`config.mk`:
```
export PLATFORM = sky130hd
export DESIGN_NAME = timed_job_dispatch_queue_core_flat
export DESIGN_NICKNAME = d
export VERILOG_FILES = /design/src/sv/tjdq_pkg.sv /design/src/sv/tjdq_if.sv /design/src/sv/tjdq_ctrl.sv /design/src/sv/tjdq_dpath.sv /design/src/sv/timed_job_dispatch_queue_core.sv /design/src/flat_wrapper.sv
export SDC_FILE = /design/constraint.sdc
export NUM_CORES = 2
export LEC_CHECK = 0
export ABC_AREA = 1
export BUFFER_PORTS_ARGS = -buffer_cell sky130_fd_sc_hd__buf_2
export CAP_MARGIN = 5
export CORE_MARGIN = 2
export CORE_UTILIZATION = 40
export CTS_CLUSTER_SIZE = 20
export DETAILED_ROUTE_END_ITERATION = 16
export PLACE_DENSITY = 0.61
export SYNTH_ARGS = -nofsm -noshare
export SYNTH_HDL_FRONTEND = slang
export SYNTH_SLANG_ARGS = --single-unit
```
`constraint.sdc`:
```
create_clock -name clock -period 20.9 [get_ports clock]
set_input_delay 3.135 -clock clock [delete_from_list [all_inputs] [get_ports clock]]
set_output_delay 3.135 -clock clock [all_outputs]
set_load 0.01 [all_outputs]
```
`src/sv/tjdq_pkg.sv`:
```
// Shared types and constants of the timed job dispatch queue.
// Field widths, request, status and operation codes, and the controller/datapath links.
// No dependencies.
package tjdq_pkg;

   localparam int TAG_W    = 8;
   localparam int DELAY_W  = 24;
   localparam int TIME_W   = 32;
   localparam int DUE_W    = 33;
   localparam int REQ_W    = 2;
   localparam int STATUS_W = 3;

   typedef enum logic [REQ_W-1:0] {
      REQ_SUBMIT = 2'd0,
      REQ_DELETE = 2'd1,
      REQ_TICK   = 2'd2
   } req_code_type;

   typedef enum logic [STATUS_W-1:0] {
      ST_QUEUED     = 3'd0,
      ST_FULL       = 3'd1,
      ST_DELETED    = 3'd2,
      ST_EMPTY      = 3'd3,
      ST_DISPATCHED = 3'd4,
      ST_NOTHING    = 3'd5
   } status_type;

   typedef enum logic [1:0] {
      OP_NONE   = 2'd0,
      OP_INSERT = 2'd1,
      OP_POP    = 2'd2
   } op_type;

   // Controller to datapath
   typedef struct packed {
      logic       load;    // capture the request transaction
      logic       update;  // apply op and load the response register
      op_type     op;
      status_type status;
   } cmd_type;

   // Datapath to controller
   typedef struct packed {
      logic [REQ_W-1:0] req_type;
      logic             full;
      logic             empty;
      logic             head_due;
   } stat_type;

endpackage

```
`src/sv/tjdq_if.sv`:
```
// Handshake channels of the timed job dispatch queue: request and response.
// Depends on tjdq_pkg for field widths.
interface tjdq_req_if;
   logic                         valid;
   logic                         ready;
   logic [tjdq_pkg::REQ_W-1:0]   req_type;
   logic [tjdq_pkg::TAG_W-1:0]   job_tag;
   logic [tjdq_pkg::DELAY_W-1:0] delay;
   logic [tjdq_pkg::TIME_W-1:0]  now;

   modport source (output valid, output req_type, output job_tag, output delay,
                   output now, input ready);
   modport sink   (input valid, input req_type, input job_tag, input delay,
                   input now, output ready);
endinterface

interface tjdq_rsp_if #(parameter int QW = 5);
   logic                          valid;
   logic                          ready;
   logic [tjdq_pkg::STATUS_W-1:0] status;
   logic [tjdq_pkg::TAG_W-1:0]    out_tag;
   logic [tjdq_pkg::DUE_W-1:0]    out_due;
   logic [tjdq_pkg::TIME_W-1:0]   out_submit;
   logic [QW-1:0]                 queued;

   modport source (output valid, output status, output out_tag, output out_due,
                   output out_submit, output queued, input ready);
   modport sink   (input valid, input status, input out_tag, input out_due,
                   input out_submit, input queued, output ready);
endinterface

```
`src/sv/tjdq_ctrl.sv`:
```
// Controller of the timed job dispatch queue: sequences capture, compare and update.
// Depends on tjdq_pkg.
module tjdq_ctrl (
   input  logic               clock,
   input  logic               reset,
   input  logic               req_valid,
   output logic               req_ready,
   output logic               rsp_valid,
   input  logic               rsp_ready,
   input  tjdq_pkg::stat_type stat,
   output tjdq_pkg::cmd_type  cmd
);

   typedef enum logic [1:0] {
      S_IDLE,
      S_COMPARE,
      S_UPDATE
   } state_type;

   state_type              state_ff, state_in;
   logic                   rsp_valid_ff, rsp_valid_in;
   tjdq_pkg::op_type       op_ff, op_in;
   tjdq_pkg::status_type   status_ff, status_in;
   logic                   accept;
   logic                   do_update;

   assign req_ready = (state_ff == S_IDLE);
   assign accept    = req_valid && req_ready;
   // Hold the update while an earlier response is still unclaimed
   assign do_update = (state_ff == S_UPDATE) && (!rsp_valid_ff || rsp_ready);
   assign rsp_valid = rsp_valid_ff;

   assign cmd.load   = accept;
   assign cmd.update = do_update;
   assign cmd.op     = op_ff;
   assign cmd.status = status_ff;

   always_comb begin
      state_in     = state_ff;
      op_in        = op_ff;
      status_in    = status_ff;
      rsp_valid_in = rsp_valid_ff;
      if (rsp_valid_ff && rsp_ready) begin
         rsp_valid_in = 1'b0;
      end
      case (state_ff)
         S_IDLE: begin
            if (accept) begin
               state_in = S_COMPARE;
            end
         end
         S_COMPARE: begin
            state_in = S_UPDATE;
            case (stat.req_type)
               tjdq_pkg::REQ_SUBMIT: begin
                  op_in     = stat.full ? tjdq_pkg::OP_NONE : tjdq_pkg::OP_INSERT;
                  status_in = stat.full ? tjdq_pkg::ST_FULL : tjdq_pkg::ST_QUEUED;
               end
               tjdq_pkg::REQ_DELETE: begin
                  op_in     = stat.empty ? tjdq_pkg::OP_NONE : tjdq_pkg::OP_POP;
                  status_in = stat.empty ? tjdq_pkg::ST_EMPTY : tjdq_pkg::ST_DELETED;
               end
               tjdq_pkg::REQ_TICK: begin
                  if (!stat.empty && stat.head_due) begin
                     op_in     = tjdq_pkg::OP_POP;
                     status_in = tjdq_pkg::ST_DISPATCHED;
                  end else begin
                     op_in     = tjdq_pkg::OP_NONE;
                     status_in = tjdq_pkg::ST_NOTHING;
                  end
               end
               default: begin
                  op_in     = tjdq_pkg::OP_NONE;
                  status_in = tjdq_pkg::ST_NOTHING;
               end
            endcase
         end
         S_UPDATE: begin
            if (do_update) begin
               state_in     = S_IDLE;
               rsp_valid_in = 1'b1;
            end
         end
         default: begin
            state_in = S_IDLE;
         end
      endcase
   end

   always_ff @(posedge clock) begin
      if (reset) begin
         state_ff     <= S_IDLE;
         rsp_valid_ff <= 1'b0;
         op_ff        <= tjdq_pkg::OP_NONE;
         status_ff    <= tjdq_pkg::ST_NOTHING;
      end else begin
         state_ff     <= state_in;
         rsp_valid_ff <= rsp_valid_in;
         op_ff        <= op_in;
         status_ff    <= status_in;
      end
   end

endmodule

```
`src/sv/tjdq_dpath.sv`:
```
// Datapath of the timed job dispatch queue: sorted slot row, request and response registers.
// Depends on tjdq_pkg.
module tjdq_dpath #(
   parameter int DEPTH = 16,
   parameter int CW    = $clog2(DEPTH + 1)
) (
   input  logic                          clock,
   input  logic                          reset,
   input  tjdq_pkg::cmd_type             cmd,
   output tjdq_pkg::stat_type            stat,
   input  logic [tjdq_pkg::REQ_W-1:0]    req_type,
   input  logic [tjdq_pkg::TAG_W-1:0]    job_tag,
   input  logic [tjdq_pkg::DELAY_W-1:0]  delay,
   input  logic [tjdq_pkg::TIME_W-1:0]   now,
   output logic [tjdq_pkg::STATUS_W-1:0] status,
   output logic [tjdq_pkg::TAG_W-1:0]    out_tag,
   output logic [tjdq_pkg::DUE_W-1:0]    out_due,
   output logic [tjdq_pkg::TIME_W-1:0]   out_submit,
   output logic [CW-1:0]                 queued
);

   // Slot row, slot 0 is the head
   logic [tjdq_pkg::TAG_W-1:0]  tag_ff [DEPTH];
   logic [tjdq_pkg::DUE_W-1:0]  due_ff [DEPTH];
   logic [tjdq_pkg::TIME_W-1:0] sub_ff [DEPTH];
   logic [CW-1:0]               count_ff, count_in;

   logic [tjdq_pkg::REQ_W-1:0]  req_ff;
   logic [tjdq_pkg::TAG_W-1:0]  new_tag_ff;
   logic [tjdq_pkg::DUE_W-1:0]  new_due_ff;
   logic [tjdq_pkg::TIME_W-1:0] now_ff;
   logic [DEPTH-1:0]            keep_ff, keep_in;

   logic [tjdq_pkg::STATUS_W-1:0] status_ff;
   logic [tjdq_pkg::TAG_W-1:0]    out_tag_ff;
   logic [tjdq_pkg::DUE_W-1:0]    out_due_ff;
   logic [tjdq_pkg::TIME_W-1:0]   out_sub_ff;
   logic [CW-1:0]                 queued_ff;

   assign stat.req_type = req_ff;
   assign stat.full     = (count_ff == CW'(DEPTH));
   assign stat.empty    = (count_ff == '0);
   assign stat.head_due = ({1'b0, now_ff} >= due_ff[0]);

   // A slot stays put when it is occupied and not later than the new job
   always_comb begin
      for (int i = 0; i < DEPTH; i++) begin
         keep_in[i] = (CW'(i) < count_ff) && (due_ff[i] <= new_due_ff);
      end
   end

   always_comb begin
      count_in = count_ff;
      if (cmd.update) begin
         case (cmd.op)
            tjdq_pkg::OP_INSERT: count_in = count_ff + CW'(1);
            tjdq_pkg::OP_POP:    count_in = count_ff - CW'(1);
            default:             count_in = count_ff;
         endcase
      end
   end

   always_ff @(posedge clock) begin
      if (reset) begin
         count_ff <= '0;
      end else begin
         count_ff <= count_in;
      end
   end

   always_ff @(posedge clock) begin
      keep_ff <= keep_in;
      if (cmd.load) begin
         req_ff     <= req_type;
         new_tag_ff <= job_tag;
         new_due_ff <= {1'b0, now} + {{(tjdq_pkg::DUE_W - tjdq_pkg::DELAY_W){1'b0}}, delay};
         now_ff     <= now;
      end
   end

   // Shift the row right past the insert point, or left on a pop
   always_ff @(posedge clock) begin
      if (cmd.update) begin
         for (int i = 0; i < DEPTH; i++) begin
            case (cmd.op)
               tjdq_pkg::OP_INSERT: begin
                  if (!keep_ff[i]) begin
                     if (i == 0 || keep_ff[(i == 0) ? 0 : i - 1]) begin
                        tag_ff[i] <= new_tag_ff;
                        due_ff[i] <= new_due_ff;
                        sub_ff[i] <= now_ff;
                     end else begin
                        tag_ff[i] <= tag_ff[(i == 0) ? 0 : i - 1];
                        due_ff[i] <= due_ff[(i == 0) ? 0 : i - 1];
                        sub_ff[i] <= sub_ff[(i == 0) ? 0 : i - 1];
                     end
                  end
               end
               tjdq_pkg::OP_POP: begin
                  if (i < DEPTH - 1) begin
                     tag_ff[i] <= tag_ff[(i < DEPTH - 1) ? i + 1 : i];
                     due_ff[i] <= due_ff[(i < DEPTH - 1) ? i + 1 : i];
                     sub_ff[i] <= sub_ff[(i < DEPTH - 1) ? i + 1 : i];
                  end
               end
               default: begin
               end
            endcase
         end
      end
   end

   // Response register
   always_ff @(posedge clock) begin
      if (cmd.update) begin
         status_ff <= cmd.status;
         queued_ff <= count_in;
         if (cmd.op == tjdq_pkg::OP_POP) begin
            out_tag_ff <= tag_ff[0];
            out_due_ff <= due_ff[0];
            out_sub_ff <= sub_ff[0];
         end else begin
            out_tag_ff <= '0;
            out_due_ff <= '0;
            out_sub_ff <= '0;
         end
      end
   end

   assign status     = status_ff;
   assign out_tag    = out_tag_ff;
   assign out_due    = out_due_ff;
   assign out_submit = out_sub_ff;
   assign queued     = queued_ff;

endmodule

```
`src/sv/timed_job_dispatch_queue_core.sv`:
```
// Top level of the timed job dispatch queue.
// Depends on tjdq_pkg, tjdq_req_if, tjdq_rsp_if, tjdq_ctrl and tjdq_dpath.
//
// Usage:
//   req_ch carries one transaction per command: submit (tag, delay, now),
//   delete head, or tick (now). rsp_ch returns exactly one transaction per
//   request with status, the removed job's tag, due and submit times (zero
//   when no job leaves), and the job count after the command.
//   Jobs sit in a row of DEPTH slots sorted by due time = now + delay
//   (33 bits, no wrap); equal due times keep arrival order.
// Timing:
//   A request is taken only while the controller is idle, so a new request
//   waits until the last one has finished its update step. The accepting edge
//   latches the request and forms the due time, a compare step checks it against
//   every slot in parallel and picks the operation, and an update step shifts the
//   slot row, loads the response register and raises the response valid.
// Reset:
//   reset (synchronous, active high) empties the queue and drops any pending
//   response. Slot contents are not cleared; only occupied slots are read.
// Stall:
//   While a response is valid and rsp_ch.ready is low the response register
//   holds. One further request is accepted and processed up to the update step,
//   which waits until the held response is taken.
module timed_job_dispatch_queue_core #(
   parameter int DEPTH = 16
) (
   input  logic            clock,
   input  logic            reset,
   tjdq_req_if.sink        req_ch,
   tjdq_rsp_if.source      rsp_ch
);

   localparam int CW = $clog2(DEPTH + 1);

   tjdq_pkg::cmd_type  cmd;
   tjdq_pkg::stat_type stat;
   logic [CW-1:0]      queued;

   tjdq_ctrl u_ctrl (
      .clock     (clock),
      .reset     (reset),
      .req_valid (req_ch.valid),
      .req_ready (req_ch.ready),
      .rsp_valid (rsp_ch.valid),
      .rsp_ready (rsp_ch.ready),
      .stat      (stat),
      .cmd       (cmd)
   );

   tjdq_dpath #(
      .DEPTH (DEPTH),
      .CW    (CW)
   ) u_dpath (
      .clock      (clock),
      .reset      (reset),
      .cmd        (cmd),
      .stat       (stat),
      .req_type   (req_ch.req_type),
      .job_tag    (req_ch.job_tag),
      .delay      (req_ch.delay),
      .now        (req_ch.now),
      .status     (rsp_ch.status),
      .out_tag    (rsp_ch.out_tag),
      .out_due    (rsp_ch.out_due),
      .out_submit (rsp_ch.out_submit),
      .queued     (queued)
   );

   // Count width follows DEPTH; the channel carries it as queued
   assign rsp_ch.queued = queued;

endmodule

```
`src/flat_wrapper.sv`:
```
// flat-port wrapper written by rule: the top's interface ports become plain ports
module timed_job_dispatch_queue_core_flat import tjdq_pkg::*;
#(
   parameter int DEPTH = 16
)
  (clock, reset, req_ch_valid, req_ch_req_type, req_ch_job_tag, req_ch_delay, req_ch_now, req_ch_ready, rsp_ch_valid, rsp_ch_status, rsp_ch_out_tag, rsp_ch_out_due, rsp_ch_out_submit, rsp_ch_queued, rsp_ch_ready);
  tjdq_req_if req_ch_i ();
  tjdq_rsp_if #(.QW(($clog2(DEPTH + 1)))) rsp_ch_i ();
  input  logic clock;
  input  logic reset;
  input wire logic [$bits(req_ch_i.valid)-1:0] req_ch_valid;
  input wire logic [$bits(req_ch_i.req_type)-1:0] req_ch_req_type;
  input wire logic [$bits(req_ch_i.job_tag)-1:0] req_ch_job_tag;
  input wire logic [$bits(req_ch_i.delay)-1:0] req_ch_delay;
  input wire logic [$bits(req_ch_i.now)-1:0] req_ch_now;
  output wire logic [$bits(req_ch_i.ready)-1:0] req_ch_ready;
  output wire logic [$bits(rsp_ch_i.valid)-1:0] rsp_ch_valid;
  output wire logic [$bits(rsp_ch_i.status)-1:0] rsp_ch_status;
  output wire logic [$bits(rsp_ch_i.out_tag)-1:0] rsp_ch_out_tag;
  output wire logic [$bits(rsp_ch_i.out_due)-1:0] rsp_ch_out_due;
  output wire logic [$bits(rsp_ch_i.out_submit)-1:0] rsp_ch_out_submit;
  output wire logic [$bits(rsp_ch_i.queued)-1:0] rsp_ch_queued;
  input wire logic [$bits(rsp_ch_i.ready)-1:0] rsp_ch_ready;
  assign req_ch_i.valid = req_ch_valid;
  assign req_ch_i.req_type = req_ch_req_type;
  assign req_ch_i.job_tag = req_ch_job_tag;
  assign req_ch_i.delay = req_ch_delay;
  assign req_ch_i.now = req_ch_now;
  assign req_ch_ready = req_ch_i.ready;
  assign rsp_ch_valid = rsp_ch_i.valid;
  assign rsp_ch_status = rsp_ch_i.status;
  assign rsp_ch_out_tag = rsp_ch_i.out_tag;
  assign rsp_ch_out_due = rsp_ch_i.out_due;
  assign rsp_ch_out_submit = rsp_ch_i.out_submit;
  assign rsp_ch_queued = rsp_ch_i.queued;
  assign rsp_ch_i.ready = rsp_ch_ready;
  timed_job_dispatch_queue_core #(.DEPTH(DEPTH)) u_core (.clock(clock), .reset(reset), .req_ch(req_ch_i), .rsp_ch(rsp_ch_i));
endmodule
```
After elaboration in Yosys (flattened, before gate mapping):

Memory sizes are Yosys's and may differ from the RTL's.
Index checks and enable logic that the tools add are counted.
Widths: inputs -> output; s select.

* bits in registers: 185
* latch bits: 0
* memory bits (writable): 1168
* ROM bits: 0
* input port bits: 70
* memories kept: 3

* add/subtract/negate cells: 3
* $mul: 0
* div/mod/pow operators: 0
* $lt $le $gt $ge: 33
* equal/unequal tests: 9
* shifts and indexed selects: 0
* muxes and demuxes: 262
* bitwise operators: 90
* reduce and logical (&&, ||, !) cells: 27

Memories
* u_core.u_dpath.due_ff: words 16, bits a word 33, read ports 16, clocked after Yosys merged registers in 0, write ports 16, line tjdq_dpath.sv:24 `logic [tjdq_pkg::DUE_W-1:0] due_ff [DEPTH];`
* u_core.u_dpath.sub_ff: words 16, bits a word 32, read ports 16, clocked after Yosys merged registers in 0, write ports 16, line tjdq_dpath.sv:25 `logic [tjdq_pkg::TIME_W-1:0] sub_ff [DEPTH];`
* u_core.u_dpath.tag_ff: words 16, bits a word 8, read ports 16, clocked after Yosys merged registers in 0, write ports 16, line tjdq_dpath.sv:23 `logic [tjdq_pkg::TAG_W-1:0] tag_ff [DEPTH];`

Operators with widths (count)
* $mux 33: 30
* $mux 32: 30
* $le 33x33->1: 16
* $mux 8: 30
* $mux 1: 163
* $or 1x1->1: 90
* $lt 4x5->1 const A: 8
* $add 32x24->33: 1
* $ge 32x33->1: 1
* $logic_and 1x1->1: 20
* $lt 3x5->1 const A: 4
* $pmux 2 s3: 2
* $lt 1x5->1 const A: 2
* $lt 2x5->1 const A: 2
* $pmux 5 s2: 1
* $pmux 3 s3: 1
* $mux 2: 4
* $eq 2x1->1 const B: 3
* $eq 2x2->1 const B: 3
* $add 5x1->5 const B: 1
* $eq 5x5->1 const B: 1
* $logic_not 5->1: 1
* $mux 5: 1
* $sub 5x1->5 const B: 1
* 6 further kinds: 8

Logic depth before layout (Yosys ltp):

* depth after elaboration: 7
* depth in mapped cells: 17
* depth with buffers taken out: 17

By module:

From an unflattened synthesis, not the netlist that was laid out.

* cell total of the unflattened synthesis: 9235
* area, all modules: 82182.6 um^2

By module, submodules not included
* tjdq_dpath: times used 1, cells an instance 9176, area an instance 81778.4 um^2, sequential area each 40178.5 um^2
* tjdq_ctrl: times used 1, cells an instance 59, area an instance 404.1 um^2, sequential area each 160.2 um^2

Worst setup path before layout:

OpenSTA, ideal clock, no wires.

* path type: input port to flip-flop
* start point: input port rsp_ch_ready
* end point: memory u_core.u_dpath.due_ff[0][0] (netlist name) (enable)
* library setup time: 0.605 ns
* arrival time: 10.168 ns
* data required time: 20.295 ns
* path slack: 10.127 ns
* stages: 6
* path buffers: 2
* path through: nor2_1 > nor2_4 > nand2_4 > buf_6 > clkbuf_1 > o21ai_0

RTL lines
* start: declaration: line flat_wrapper.sv:23 `input wire logic [$bits(rsp_ch_i.ready)-1:0] rsp_ch_ready;`
* end: declaration: line tjdq_dpath.sv:24

==> results.txt <==
Final Hold Viols = 0
GR Overflow Total = 0
Worst Setup End Kind = register
Critical Path RT = 21540 ps
Overall Global Routing Usage = 24.4%
Root Buffer = clkbuf_16
Hold Crit Class = register to register
Largest net degree at the start of global routing = 270
Critical Path Fanout Max = 263
First-pass GRT wire length = 380000 um
Final nets = 9314
Area of the multi-input gates = 33200 um^2
CTS tree = built
Area contributors post-synth = edfxtp_1 (50%), ha_1 (9.2%), nand2_1 (8.6%)
Syn Inst Count = 8780
Finished Layout Cells = 11400
Arr. time, crit path = 9070 ps
WL/cell = 22.3 um
Util after Layout = 44.1%
Syn Nets = 9440
Slew HR = 16.4%
H-tree levels = 4
Number of flops mapped to enable cells by yosys = 1324
Fmax = 119 MHz
Type of origin of the critical path = input pin
CTS Sinks = 1353
Initial DRC Count = 7641
Biggest area consumer among synthesized cells = edfxtp_1
DRC Markers = 0
IO Count = 153
Fin. max-slew vios = 0
WS Path Type = input pin to register
Max Buffers Root-to-Sink = 3
Yosys warning count = 0
Die Ht = 452 um
Port buffer count = 152
Core Rows = 164
Sequential element share of the synthesized area = 50.3%
Post-synth top flop = edfxtp_1
Max Cap Viol = 0
CORE AREA = 200000 um^2
Final ANT Viol Nets = 0
Worst-margin pin slew = 1250 ps
Setup bufs post-CTS = 0
Clk pin slew, worst setup/hold paths = 60 ps
Post-route minimum period = 8430 ps
CTS Buf Count = 163
Layout filler cell count = 19100
Post-CTS sizing = 0
TNS Setup = 0 ps
Clk Latency, worst-skew pair = 830 ps
Async S/R FF share, synth = 0%
Share of layout cells above drive strength 1 = 6.32%
Cell variety after synth = 46
Synthesized area per cell = 9.14 um^2
Via/cell ratio = 5.65
Status = complete, no violations
Max VDD drop = 0.0000688 V
Via Count = 64700
GP Congestion = 0.911
FF/Latch Area = 40300 um^2
Post-synthesis register bit count = 1353
Leak Pwr = 34.6 nW
DIE AREA = 204000 um^2
Mapped Area = 80200 um^2
Synthesis-to-layout area growth = 9.84%
Initial antenna violation count = 24
Initial core utilization = 40.2%
# setup viols final = 0
Clk_skew = 23.9 ps
Post-CTS Hold Buffers = 0
Placed cells = 11100
RSZ-0062 raised after global routing = false
Chip width = 452 um
Final wirelength = 255000 um
DP HPWL = 173000 um
Vias in the first global route = 61000
DRT Pass-1 Iters = 6
Fin crit share = 40.3%
Synth top area share = 49.5%
Pwr/cell area = 74.7 nW/um^2
final cells by class:
| type | instances | share of cell area [%] |
|---|---|---|
| sequential | 1353 | 45.8 |
| multi-input combinational | 5698 | 37.7 |
| inverter | 1158 | 4.95 |
| clock buffer | 208 | 4.90 |
| tap | 2656 | 3.77 |
| timing repair buffer | 280 | 2.07 |
| clock inverter | 82 | 0.822 |
| antenna | 7 | 0.0199 |
stage by stage:
| step | hold slack [ps] | power [mW] | instance area [um^2] | worst slack (ps) |
|---|---|---|---|---|
| after global routing | 449 | 6.82 | 88100 | 12070 |
| after global placement | 418 | 3.85 | 83100 | 11970 |
| after CTS | 435 | 6.63 | 88100 | 12690 |
| after floorplan | 403 | 3.62 | 80200 | 10130 |
| after detailed placement | 420 | 3.88 | 83100 | 11880 |
| final | 434 | 6.59 | 88100 | 12470 |
state kept, by name, summed over array words and instances, names as in the netlist:
signal	cells
u_core.u_ctrl.op_ff	2
u_core.u_ctrl.rsp_valid	1
u_core.u_ctrl.state_ff	2
u_core.u_ctrl.status_ff	3
u_core.u_dpath.count_ff	5
u_core.u_dpath.due_ff	528
u_core.u_dpath.keep_ff	16
u_core.u_dpath.new_due_ff	33
u_core.u_dpath.new_tag_ff	8
u_core.u_dpath.now_ff	32
u_core.u_dpath.out_due	33
u_core.u_dpath.out_submit	32
u_core.u_dpath.out_tag	8
u_core.u_dpath.queued	5
u_core.u_dpath.req_ff	2
u_core.u_dpath.status	3
u_core.u_dpath.sub_ff	512
u_core.u_dpath.tag_ff	128
placed cells by master (no fill, tap or decap), types with 12 or more instances in the layout:
cell / netlist / final
xor2_1: 19 / 19
edfxtp_1: 1324 / 1324
o211ai_1: 785 / 785
nand3_1: 102 / 102
buf_2: 252 / 152
inv_1: 1152 / 1150
o21a_1: 16 / 16
buf_4: 3 / 120
o21ai_1: 354 / 354
nor3_1: 48 / 46
o21ai_4: 0 / 15
nand2_1: 1846 / 1846
clkbuf_1: 274 / 39
nor4_1: 30 / 30
nand4_1: 76 / 76
ha_1: 589 / 588
a31oi_1: 78 / 78
dfxtp_1: 29 / 29
clkinv_2: 0 / 18
o21ai_0: 1029 / 1014
clkbuf_16: 0 / 164
clkinv_1: 0 / 36
nor2_1: 235 / 234
a21o_1: 12 / 12
a21oi_1: 401 / 401
where the power goes:
part	internal (mW)	leakage, nW	switching (mW)
Sequential	3.05	12.2	0.0417
Clock	1.55	2.45	1.20
Combinational	0.271	19.9	0.479
Total	4.87	34.6	1.72
worst max-delay path, cell delays in order:
cell and delay [ps]:
buf_2 100, nor2_1 270, nor2_4 70, buf_4 300
inv_2 150, nor2_4 60, inv_8 550, buf_4 890
buf_12 690, buf_4 880, buf_4 1030, o211ai_1 260
o21ai_1 170
synthesized netlist by cell type (2+ instances only):
| cell | number |
|---|---|
| a211oi_1 | 6 |
| a21boi_0 | 5 |
| a21o_1 | 12 |
| a21oi_1 | 401 |
| a31oi_1 | 78 |
| buf_1 | 24 |
| buf_2 | 252 |
| buf_4 | 3 |
| buf_6 | 16 |
| clkbuf_1 | 274 |
| clkbuf_2 | 2 |
| dfxtp_1 | 29 |
| edfxtp_1 | 1324 |
| ha_1 | 589 |
| inv_1 | 1152 |
| inv_2 | 6 |
| nand2_1 | 1846 |
| nand3_1 | 102 |
| nand3b_1 | 11 |
| nand4_1 | 76 |
| nor2_1 | 235 |
| nor2_4 | 3 |
| nor3_1 | 48 |
| nor3_2 | 9 |
| nor4_1 | 30 |
| o211ai_1 | 785 |
| o211ai_2 | 7 |
| o21a_1 | 16 |
| o21ai_0 | 1029 |
| o21ai_1 | 354 |
| o21ai_2 | 3 |
| o21bai_1 | 8 |
| or2_2 | 6 |
| or3_1 | 2 |
| xnor2_1 | 8 |
| xor2_1 | 19 |
logic make-up after synthesis:
kind of cell	synth area share (%)
and+or+nand+nor	11.9
AOI/OAI and AO/OA	19.7
xor gates and xnor gates	0.295
buffers and inverters	8.65
adders and majority gates	9.21
DFF	50.3
final timing paths:
check	startpoint	endpoint	slack [ps]	depth (start not counted)
worst max-delay path	rsp_ch_ready	u_core.u_dpath.tag_ff[2][15]	12470	13
worst min-delay path	u_core.u_ctrl.status_ff[0]	u_core.u_dpath.status[0]	430	0
worst max register to register	u_core.u_ctrl.rsp_valid	u_core.u_dpath.tag_ff[2][15]	14540	13
worst min register to register	u_core.u_ctrl.status_ff[0]	u_core.u_dpath.status[0]	430	0
layer usage:
layer	track usage, %	vias up	share of wire (%)
li1	-	30700	-
met1	35.8	30800	45
met2	36.0	2800	42
met3	4.81	365	9.8
met4	7.45	18	2.7
met5	0	-	0.045
(Power assumes the default switching activity.)
